### src/rtl/lis_pkg.sv
// Shared types and constants for the longest increasing subsequence length core.
// Holds the beat structs, the cell link struct and the default parameter values.
// No dependencies.
`default_nettype none

package lis_pkg;

   localparam int DEF_MAX_LEN     = 64;
   localparam int DEF_VALUE_BITS  = 32;
   localparam int VALUE_FIELD_BITS = 32;
   localparam int LENGTH_BITS     = 7;

   typedef struct packed {
      logic signed [VALUE_FIELD_BITS-1:0] value;
      logic                               last;
   } req_beat_type;

   typedef struct packed {
      logic [LENGTH_BITS-1:0] length;
      logic                   overflow;
   } rsp_beat_type;

   // Status handed from one cell to the next one up the chain.
   typedef struct packed {
      logic valid;
      logic hit;
   } cell_link_type;

endpackage

`default_nettype wire

### src/rtl/lis_length_stream_core.sv
// Top level of the longest strictly increasing subsequence length core.
// Depends on lis_pkg and instantiates a chain of lis_cell tail cells.
//
// The core takes one value beat per clock cycle and answers each beat that
// carries last with one result beat holding the subsequence length and an
// overflow flag. Every cell compares the incoming value against its own tail
// in the same cycle and passes a one-bit hit to its neighbor, and the state is
// cleared on the cycle that takes the last beat. A last beat is held off only
// while the previous result still sits stalled in the output register; other
// beats are never held.
`default_nettype none

module lis_length_stream_core #(
   parameter int MAX_LEN    = lis_pkg::DEF_MAX_LEN,
   parameter int VALUE_BITS = lis_pkg::DEF_VALUE_BITS
) (
   input  wire logic                   clock,
   input  wire logic                   reset,
   input  wire logic                   req_valid,
   output logic                        req_stall,
   input  wire lis_pkg::req_beat_type  req_beat,
   output logic                        rsp_valid,
   input  wire logic                   rsp_stall,
   output lis_pkg::rsp_beat_type       rsp_beat
);
   import lis_pkg::*;

   localparam int LEN_W = $clog2(MAX_LEN + 1);

   logic                  take;
   logic                  flush;
   logic [VALUE_BITS-1:0] raw;
   logic [VALUE_BITS-1:0] key;
   cell_link_type         links [MAX_LEN+1];

   logic [LEN_W-1:0]      run_length_ff;
   logic [LEN_W-1:0]      run_length_in;
   logic [LEN_W-1:0]      length_next;
   logic                  overflowed_ff;
   logic                  overflowed_in;
   logic                  overflow_next;
   logic                  rsp_valid_ff;
   logic                  rsp_valid_in;
   rsp_beat_type          rsp_ff;
   rsp_beat_type          rsp_in;

   assign req_stall = req_beat.last && rsp_valid_ff && rsp_stall;
   assign take = req_valid && !req_stall;
   assign flush = take && req_beat.last;

   assign raw = VALUE_BITS'($unsigned(req_beat.value));
   assign key = {~raw[VALUE_BITS-1], raw[VALUE_BITS-2:0]};

   assign links[0] = '{valid: 1'b1, hit: 1'b0};

   for (genvar i = 0; i < MAX_LEN; i++) begin : g_cell
      lis_cell #(
         .VALUE_BITS(VALUE_BITS)
      ) u_cell (
         .clock   (clock),
         .reset   (reset),
         .take    (take),
         .flush   (flush),
         .key     (key),
         .link_in (links[i]),
         .link_out(links[i+1])
      );
   end

   always_comb begin
      length_next = run_length_ff;
      overflow_next = overflowed_ff;
      if (!links[MAX_LEN].hit) begin
         if (links[MAX_LEN].valid) begin
            overflow_next = 1'b1;
         end else begin
            length_next = LEN_W'(run_length_ff + 1'b1);
         end
      end

      if (flush) begin
         run_length_in = '0;
         overflowed_in = 1'b0;
      end else if (take) begin
         run_length_in = length_next;
         overflowed_in = overflow_next;
      end else begin
         run_length_in = run_length_ff;
         overflowed_in = overflowed_ff;
      end

      if (flush) begin
         rsp_valid_in = 1'b1;
         rsp_in.length = LENGTH_BITS'(length_next);
         rsp_in.overflow = overflow_next;
      end else begin
         rsp_valid_in = rsp_valid_ff && rsp_stall;
         rsp_in = rsp_ff;
      end
   end

   always_ff @(posedge clock) begin
      if (reset) begin
         run_length_ff <= '0;
         overflowed_ff <= 1'b0;
         rsp_valid_ff <= 1'b0;
      end else begin
         run_length_ff <= run_length_in;
         overflowed_ff <= overflowed_in;
         rsp_valid_ff <= rsp_valid_in;
      end
   end

   always_ff @(posedge clock) begin
      rsp_ff <= rsp_in;
   end

   assign rsp_valid = rsp_valid_ff;
   assign rsp_beat = rsp_ff;

   a_length_bound: assert property (@(posedge clock) disable iff (reset)
      run_length_ff <= LEN_W'(MAX_LEN))
      else $error("tail count exceeds the store size");

   a_flush_clears: assert property (@(posedge clock) disable iff (reset)
      flush |=> (run_length_ff == '0) && !overflowed_ff)
      else $error("state not cleared after the last beat");

   a_overflow_full: assert property (@(posedge clock) disable iff (reset)
      overflowed_ff |-> (run_length_ff == LEN_W'(MAX_LEN)))
      else $error("overflow set while the tail store is not full");

   a_result_source: assert property (@(posedge clock) disable iff (reset)
      (rsp_valid_ff && !$past(rsp_valid_ff)) |-> $past(flush))
      else $error("result beat without a last input beat");

endmodule

`default_nettype wire

### src/rtl/lis_cell.sv
// One tail cell of the chain: holds one tail key and its valid bit.
// Depends on lis_pkg for the link struct passed between neighboring cells.
`default_nettype none

module lis_cell #(
   parameter int VALUE_BITS = lis_pkg::DEF_VALUE_BITS
) (
   input  wire logic                    clock,
   input  wire logic                    reset,
   input  wire logic                    take,
   input  wire logic                    flush,
   input  wire logic [VALUE_BITS-1:0]   key,
   input  wire lis_pkg::cell_link_type  link_in,
   output lis_pkg::cell_link_type       link_out
);
   import lis_pkg::*;

   logic                  valid_ff;
   logic                  valid_in;
   logic [VALUE_BITS-1:0] tail_ff;
   logic [VALUE_BITS-1:0] tail_in;
   logic                  ge;
   logic                  write;

   always_comb begin
      ge = valid_ff && (tail_ff >= key);
      write = take && link_in.valid && !link_in.hit && (!valid_ff || ge);
      if (flush) begin
         valid_in = 1'b0;
      end else if (write) begin
         valid_in = 1'b1;
      end else begin
         valid_in = valid_ff;
      end
      tail_in = write ? key : tail_ff;
      link_out.valid = valid_ff;
      link_out.hit = link_in.hit | ge;
   end

   always_ff @(posedge clock) begin
      if (reset) begin
         valid_ff <= 1'b0;
      end else begin
         valid_ff <= valid_in;
      end
   end

   always_ff @(posedge clock) begin
      tail_ff <= tail_in;
   end

endmodule

`default_nettype wire
### config.mk
export PLATFORM = sky130hd
export DESIGN_NAME = lis_length_stream_core
export DESIGN_NICKNAME = d
export VERILOG_FILES = /design/src/rtl/lis_pkg.sv /design/src/rtl/lis_length_stream_core.sv /design/src/rtl/lis_cell.sv
export SDC_FILE = /design/constraint.sdc
export NUM_CORES = 2
export LEC_CHECK = 0
export BUFFER_PORTS_ARGS = -buffer_cell sky130_fd_sc_hd__buf_2
export CAP_MARGIN = 0
export CORE_MARGIN = 4
export CORE_UTILIZATION = 55
export CTS_BUF_LIST = sky130_fd_sc_hd__clkbuf_2 sky130_fd_sc_hd__clkbuf_4 sky130_fd_sc_hd__clkbuf_8
export DETAILED_ROUTE_END_ITERATION = 16
export MAX_ROUTING_LAYER = met4
export PLACE_DENSITY = 0.8
export SLEW_MARGIN = 5
export SYNTH_ARGS = -nofsm -noshare
export SYNTH_HDL_FRONTEND = slang
export SYNTH_SLANG_ARGS = --single-unit
### constraint.sdc
create_clock -name clock -period 12.1 [get_ports clock]
set_input_delay 2.42 -clock clock [delete_from_list [all_inputs] [get_ports clock]]
set_output_delay 2.42 -clock clock [all_outputs]
set_load 0.05 [all_outputs]
== Yosys cells after proc, flatten, opt, wreduce, memory -nomap -nowiden ==
Cells that the tools add are included.

* Add/subtract/negate cells: 1
* $lt $le $gt $ge: 64
* Reductions and logical operators: 452
* Bitwise logic cells: 64
* Mux-type cells: 5

{| class="wikitable"
|+ Operators by type and width
! cell !! count
|-
| greater-or-equal comparator 32 bit || 64
|-
| logical AND 1 bit || 259
|-
| zero test 1 bit || 128
|-
| logical OR 1 bit || 64
|-
| bitwise OR 1 bit || 63
|-
| two-way mux 7 bit || 2
|-
| adder 7 x 1 -> 7 bit, second input constant || 1
|-
| two-way mux 1 bit || 3
|-
| OR reduction 2 bit || 1
|-
| NOT 1 bit || 1
|}

* Register bits after elaboration: 2129
* Input bits: 37
* Output and inout bits: 10
* Word-level logic and storage cells: 719

== Depth between registers and ports, before layout ==
* Word-level depth: 68
* Mapped depth: 14

== By module ==
From an unflattened synthesis, not the netlist that was laid out.

* Cells, all modules: 9479
* Area total of the unflattened synthesis: 116715.7 um2

{| class="wikitable"
|+ Modules (own cells, without submodules)
! module !! area an instance (um2) !! times used !! cells an instance
|-
| lis_cell || 1811.7 || 64 || 147
|-
| lis_length_stream_core || 764.5 || 1 || 71
|}

== Worst setup path after synthesis ==
No wires, ideal clock.

* Kind: input port to flip-flop
* From: input port req_beat[30] in the netlist's numbering
* To: register g_cell[62].u_cell.tail_ff[0] (enable)
* Path slack: 1.442 ns
* Data required time: 11.587 ns
* Cell stages on the path: 13
* Arrival time: 10.145 ns
* Cells stage by stage: inv_1 > ha_1 > a21o_1 > a21oi_2 > o221ai_2 > or4_1 > o21ai_1 > or4b_4 > nor4_4 > nand3_2 > or3_4 > or2_1 > nor4b_1

* Cells in the longest elaborated chain, start to end: 66
* Elaborated cells between the ends (all ways): 191
* Those cells by class: 63 x order compare; 61 x bitwise; 67 x reduce/logical

{| class="wikitable"
|+ Ends and longest elaborated chain
! element !! line !! source
|-
| from (decl) || lis_length_stream_core.sv:21 || <nowiki>input wire lis_pkg::req_beat_type req_beat,</nowiki>
|-
| greater-or-equal comparator 32 bit || lis_cell.sv:26 || <nowiki>ge = valid_ff && (tail_ff >= key);</nowiki>
|-
| logical AND 1 bit || lis_cell.sv:26 ||
|-
| bitwise OR 1 bit (61 in a row) || lis_cell.sv:37 || <nowiki>link_out.hit = link_in.hit | ge;</nowiki>
|-
| zero test 1 bit || lis_cell.sv:27 || <nowiki>write = take && link_in.valid && !link_in.hit && (!valid_ff || ge);</nowiki>
|-
| logical AND 1 bit || lis_cell.sv:27 ||
|-
| logical AND 1 bit (*) || lis_cell.sv:27 ||
|-
| via g_cell[62].u_cell.write || lis_cell.sv:23 || <nowiki>logic write;</nowiki>
|-
| to (signal assigned) || lis_cell.sv:49 || <nowiki>tail_ff <= tail_in;</nowiki>
|-
| to (decl) || lis_cell.sv:20 || <nowiki>logic [VALUE_BITS-1:0] tail_ff;</nowiki>
|}

Mark *: on every way through the listed nets, which the timed path passes. The rest lies on a longest branch.
A chain may end at the register's enable or synchronous reset.

== Final worst setup path ==
* From: input port req_beat[21] in the netlist's numbering
* To: register g_cell[42].u_cell.tail_ff[28] (enable)

* Cells in the longest elaborated chain, start to end: 46
* Elaborated cells between the ends (all ways): 131
* Those cells by class: 43 x order compare; 41 x bitwise; 47 x reduce/logical

{| class="wikitable"
|+ Ends and longest elaborated chain
! element !! line
|-
| greater-or-equal comparator 32 bit || lis_cell.sv:26
|-
| logical AND 1 bit || lis_cell.sv:26
|-
| bitwise OR 1 bit (41 in a row) || lis_cell.sv:37
|-
| zero test 1 bit || lis_cell.sv:27
|-
| logical AND 1 bit || lis_cell.sv:27
|-
| logical AND 1 bit (*) || lis_cell.sv:27
|-
| via g_cell[42].u_cell.write || lis_cell.sv:23
|-
| to (signal assigned) || lis_cell.sv:49
|-
| to (decl) || lis_cell.sv:20
|}

Marked as above.

==> summary.txt <==
Critical path
  • RR Startpoint: g_cell[0].u_cell.tail_ff[0]
  • CP delay by family, top: simple AND/OR/NAND/NOR gates
  • Critical path launch point: req_beat[21]
  • Max stage delay cell, worst path: nand3_1
  • FF-to-FF path depth: 14
  • Worst setup SP type: input pin
  • Crit-path cells: buf_4, inv_4, buf_4, ha_1, or3_1, a21oi_1, a211oi_1, a211oi_2, o22ai_1, or4b_4, nor3b_1, nand3_1, or2_1, nand2b_1, nor2_2, buf_4
  • Reg2Reg Setup Slack: 5690 ps
  • Critical Path RT: 12840 ps
  • Capture point of the worst path: g_cell[42].u_cell.tail_ff[28]
  • WP data arrival: around 9600 ps
  • CP Max Fanout: 41
  • Critical R2R Capture: g_cell[42].u_cell.tail_ff[28]
  • Critical Path Sink Type: flip-flop
  • Crit-path max cell delay: ~900 ps
  • Buf/Inv on CP: 4
  • Worst path depth: 16
  • Most used cell, CP: buf_4
  • Critical path class: in -> reg

Pwr
  • Leakage power: 47.2 nW
  • Peak supply drop: 0.125 mV
  • Pwr dens: 130 nW/um2

Drt
  • Via Count: ~74000
  • DR DRC count: 0
  • DR pass1 iterations: 6
  • Wire length per cell: between 20 and 30 um
  • Via/cell ratio: about 6.6
  • DRT iter0 DRCs: 9240
  • Routed wire length: 317 mm
  • Post-DRT Antenna Nets: 0

Logic synthesis
  • Register bit total from synthesis: ~2100
  • Share of the synthesized area in the top cell type: 0.563
  • Synthesized area per cell: 14.0 um2
  • Most common cell in the synthesized netlist: edfxtp_1
  • Synth Flop Type: edfxtp_1
  • Most common library cells after synthesis: 2056 x edfxtp_1, 2049 x ha_1, 556 x a21oi_1
  • Mapped Nets: 9927
  • EDFF count, synth: 2056
  • Post-synthesis sequential area ratio: 0.576
  • Top cells by area, synth: edfxtp_1 56%, ha_1 23%, a21oi_1 2.5%, o21ai_0 1.7%, nand4_1 1.5%
  • Cells after Synth: 7841
  • Mapped cell area: 110000 um2
  • Synth area leader: edfxtp_1
  • Synth Warn #: 0
  • Asr flop ratio synth: 0
  • Netlist cell types: 88

Clock tree
  • Root Driver: clkbuf_8
  • Clk slew on worst S/H paths: 60 ps
  • Max Root-Sink Buffers: 4
  • CTS-repair resized insts: 0
  • Buffer count from post-CTS setup fixing: 0
  • Hold_buf cts: 0
  • Sink Count: 2129
  • H-tree depth: 5
  • Clock network latency to the later pin of the worst-skew pair: 1100 ps
  • CTS tree: done
  • Clock buffer count from CTS: between 300 and 400

Final layout
  • Finished Layout Cells: 11323
  • P&R area growth vs syn: 11.1%
  • Share of layout cells above drive strength 1: 0.102
  • Layout net count: 10482

STA
  • Setup Skew: 99.4 ps
  • Tmin final: 8820 ps
  • Worst-Margin Slew: ~1200 ps
  • Relative slew slack: 0.177
  • Period utilisation layout: 0.729
  • Final-report hold violation count: 0
  • RSZ-0062 raised after global routing: false
  • Achievable Freq: about 0.11 GHz
  • Setup Total Neg Slack: 0 ps
  • Setup violators final: 0
  • Slew Viols, Final: 0

Flow run
  • Max_cap viols: 0

GRT
  • Number of global-route vias before repair: 75579
  • First-pass GRT wire length: 465 mm
  • GR Overflow Total: 0
  • Initial antenna violation count: 26
  • GRT Util Overall: 0.312
  • Largest net degree at the start of global routing: 54

Floorplan
  • Core area: roughly 200000 um2
  • Initial Util: 0.555
  • Die height: 455 um
  • Row count: 163
  • I/O pin cnt: 47
  • Die area: 207000 um2
  • Die width: 455 um

Placed design
  • Post-DP HPWL: 195 mm
  • IO buf count: 46
  • Final GP Congestion: between 0.9 and 1
  • Placed Cells: 10672

Outcome
  • Outcome: finished, final reports clean

Min path
  • Worst hold path type: reg -> reg
## cell type report
class	count	area [um2]
antenna	14	35.0
clock buffer	498	6100
clock inverter	139	843
fill	14579	76000
inverter	209	870
multi-input combinational	5487	45800
sequential	2129	63200
tap	2640	3300
timing repair buffer	207	1660
## worst register-to-register path, stage by stage (launching register included)
cell and delay (ps):
edfxtp_1 360, inv_1 70, ha_1 220, nand2b_1 150
a2111oi_0 490, or4_1 200, a311oi_1 150, o41ai_1 550
o211a_1 430, nor3b_1 680, nand3_1 880, or2_1 600
nand2b_1 230, nor2_2 700, buf_4 390
## state kept, by name (all words and copies together) (netlist names)
name / flops
g_cell.u_cell.tail_ff: 2048
g_cell.u_cell.valid_ff: 64
run_length_ff: 7
overflowed_ff: 1
rsp_beat: 8
rsp_valid: 1
## routing by layer
metal / wire [um] / part of all wire / GRT usage / vias to the layer above
li1: - / - / - / 32775
met1: 119000 / 0.38 / 0.386 / 36545
met2: 148000 / 0.47 / 0.495 / 4115
met3: 31900 / 0.10 / 0.0569 / 1008
met4: 17600 / 0.056 / 0.154 / 0
met5: 0 / 0 / - / -
## cells by family (layout without fill, tap and decap cells)
family	count (synthesis)	after routing	share of synthesized area
AO/OA/AOI/OAI	1790	1790	0.104
XOR/XNOR	6	6	0.000479
adder cells (fa/ha/maj)	2049	2049	0.234
buffers and inverters	225	1053	0.00784
flip-flops	2129	2129	0.576
multiplexers	8	8	0.000741
other	0	14	0
AND/OR/NAND/NOR	1634	1634	0.0771
## through the flow
stage                     power [mW]  cell area (um2)  utilization  hold WS, ps  setup WS, ps
after floorplan                 8.89           110000            -          440          1440
after global routing            16.3           122000        0.616          493          3310
final                           15.8           122000        0.616          471          3280
after detailed placement        9.52           115000        0.581          465          2440
after CTS                       15.8           122000        0.616          475          3570
after global placement          9.46           115000        0.581          447          2550
## where the power goes
group / switching [mW] / leakage (nW) / total [mW] / internal, mW
sequential: 0.00801 / 19.1 / 8.10 / 8.09
combinational: 0.923 / 24.4 / 1.30 / 0.379
clock: 2.96 / 3.69 / 6.40 / 3.44
total: 3.89 / 47.2 / 15.8 / 11.9
## worst min path at each step
stage                                from                          to  slack, ps  depth (start not counted)
3_3_place_gp   g_cell[45].u_cell.valid_ff  g_cell[45].u_cell.valid_ff        450                          1
2_1_floorplan  g_cell[15].u_cell.valid_ff  g_cell[15].u_cell.valid_ff        440                          2
4_1_cts        g_cell[40].u_cell.valid_ff  g_cell[40].u_cell.valid_ff        470                          2
5_1_grt                     overflowed_ff               overflowed_ff        490                          1
3_5_place_dp   g_cell[40].u_cell.valid_ff  g_cell[40].u_cell.valid_ff        470                          2
6_report       g_cell[40].u_cell.valid_ff  g_cell[40].u_cell.valid_ff        470                          2
## cell usage in the layout, fill, tap and decap left out, drive strengths merged, types with 12 or more instances in the layout
master / synthesis / layout
a2111oi: 74 / 74
a211o: 15 / 15
a211oi: 127 / 127
a21o: 166 / 166
a21oi: 558 / 558
a221oi: 34 / 34
a31oi: 39 / 39
and2: 33 / 33
and3: 42 / 42
and4: 48 / 48
buf: 2 / 207
clkbuf: 14 / 498
clkinv: 0 / 121
dfxtp: 73 / 73
diode: 0 / 14
edfxtp: 2056 / 2056
ha: 2049 / 2049
inv: 209 / 211
nand2: 356 / 356
nand2b: 53 / 53
nand3: 215 / 215
nand4: 262 / 262
nor2: 327 / 327
nor2b: 55 / 55
nor3: 94 / 94
nor3b: 20 / 20
nor4: 48 / 48
o2111ai: 40 / 40
o211ai: 78 / 78
o21a: 114 / 114
o21ai: 380 / 380
o221ai: 18 / 18
o22ai: 19 / 19
o31ai: 12 / 12
or2: 14 / 14
or3: 26 / 26
or4: 15 / 15
No activity file was read; power rests on OpenSTA's default activity.
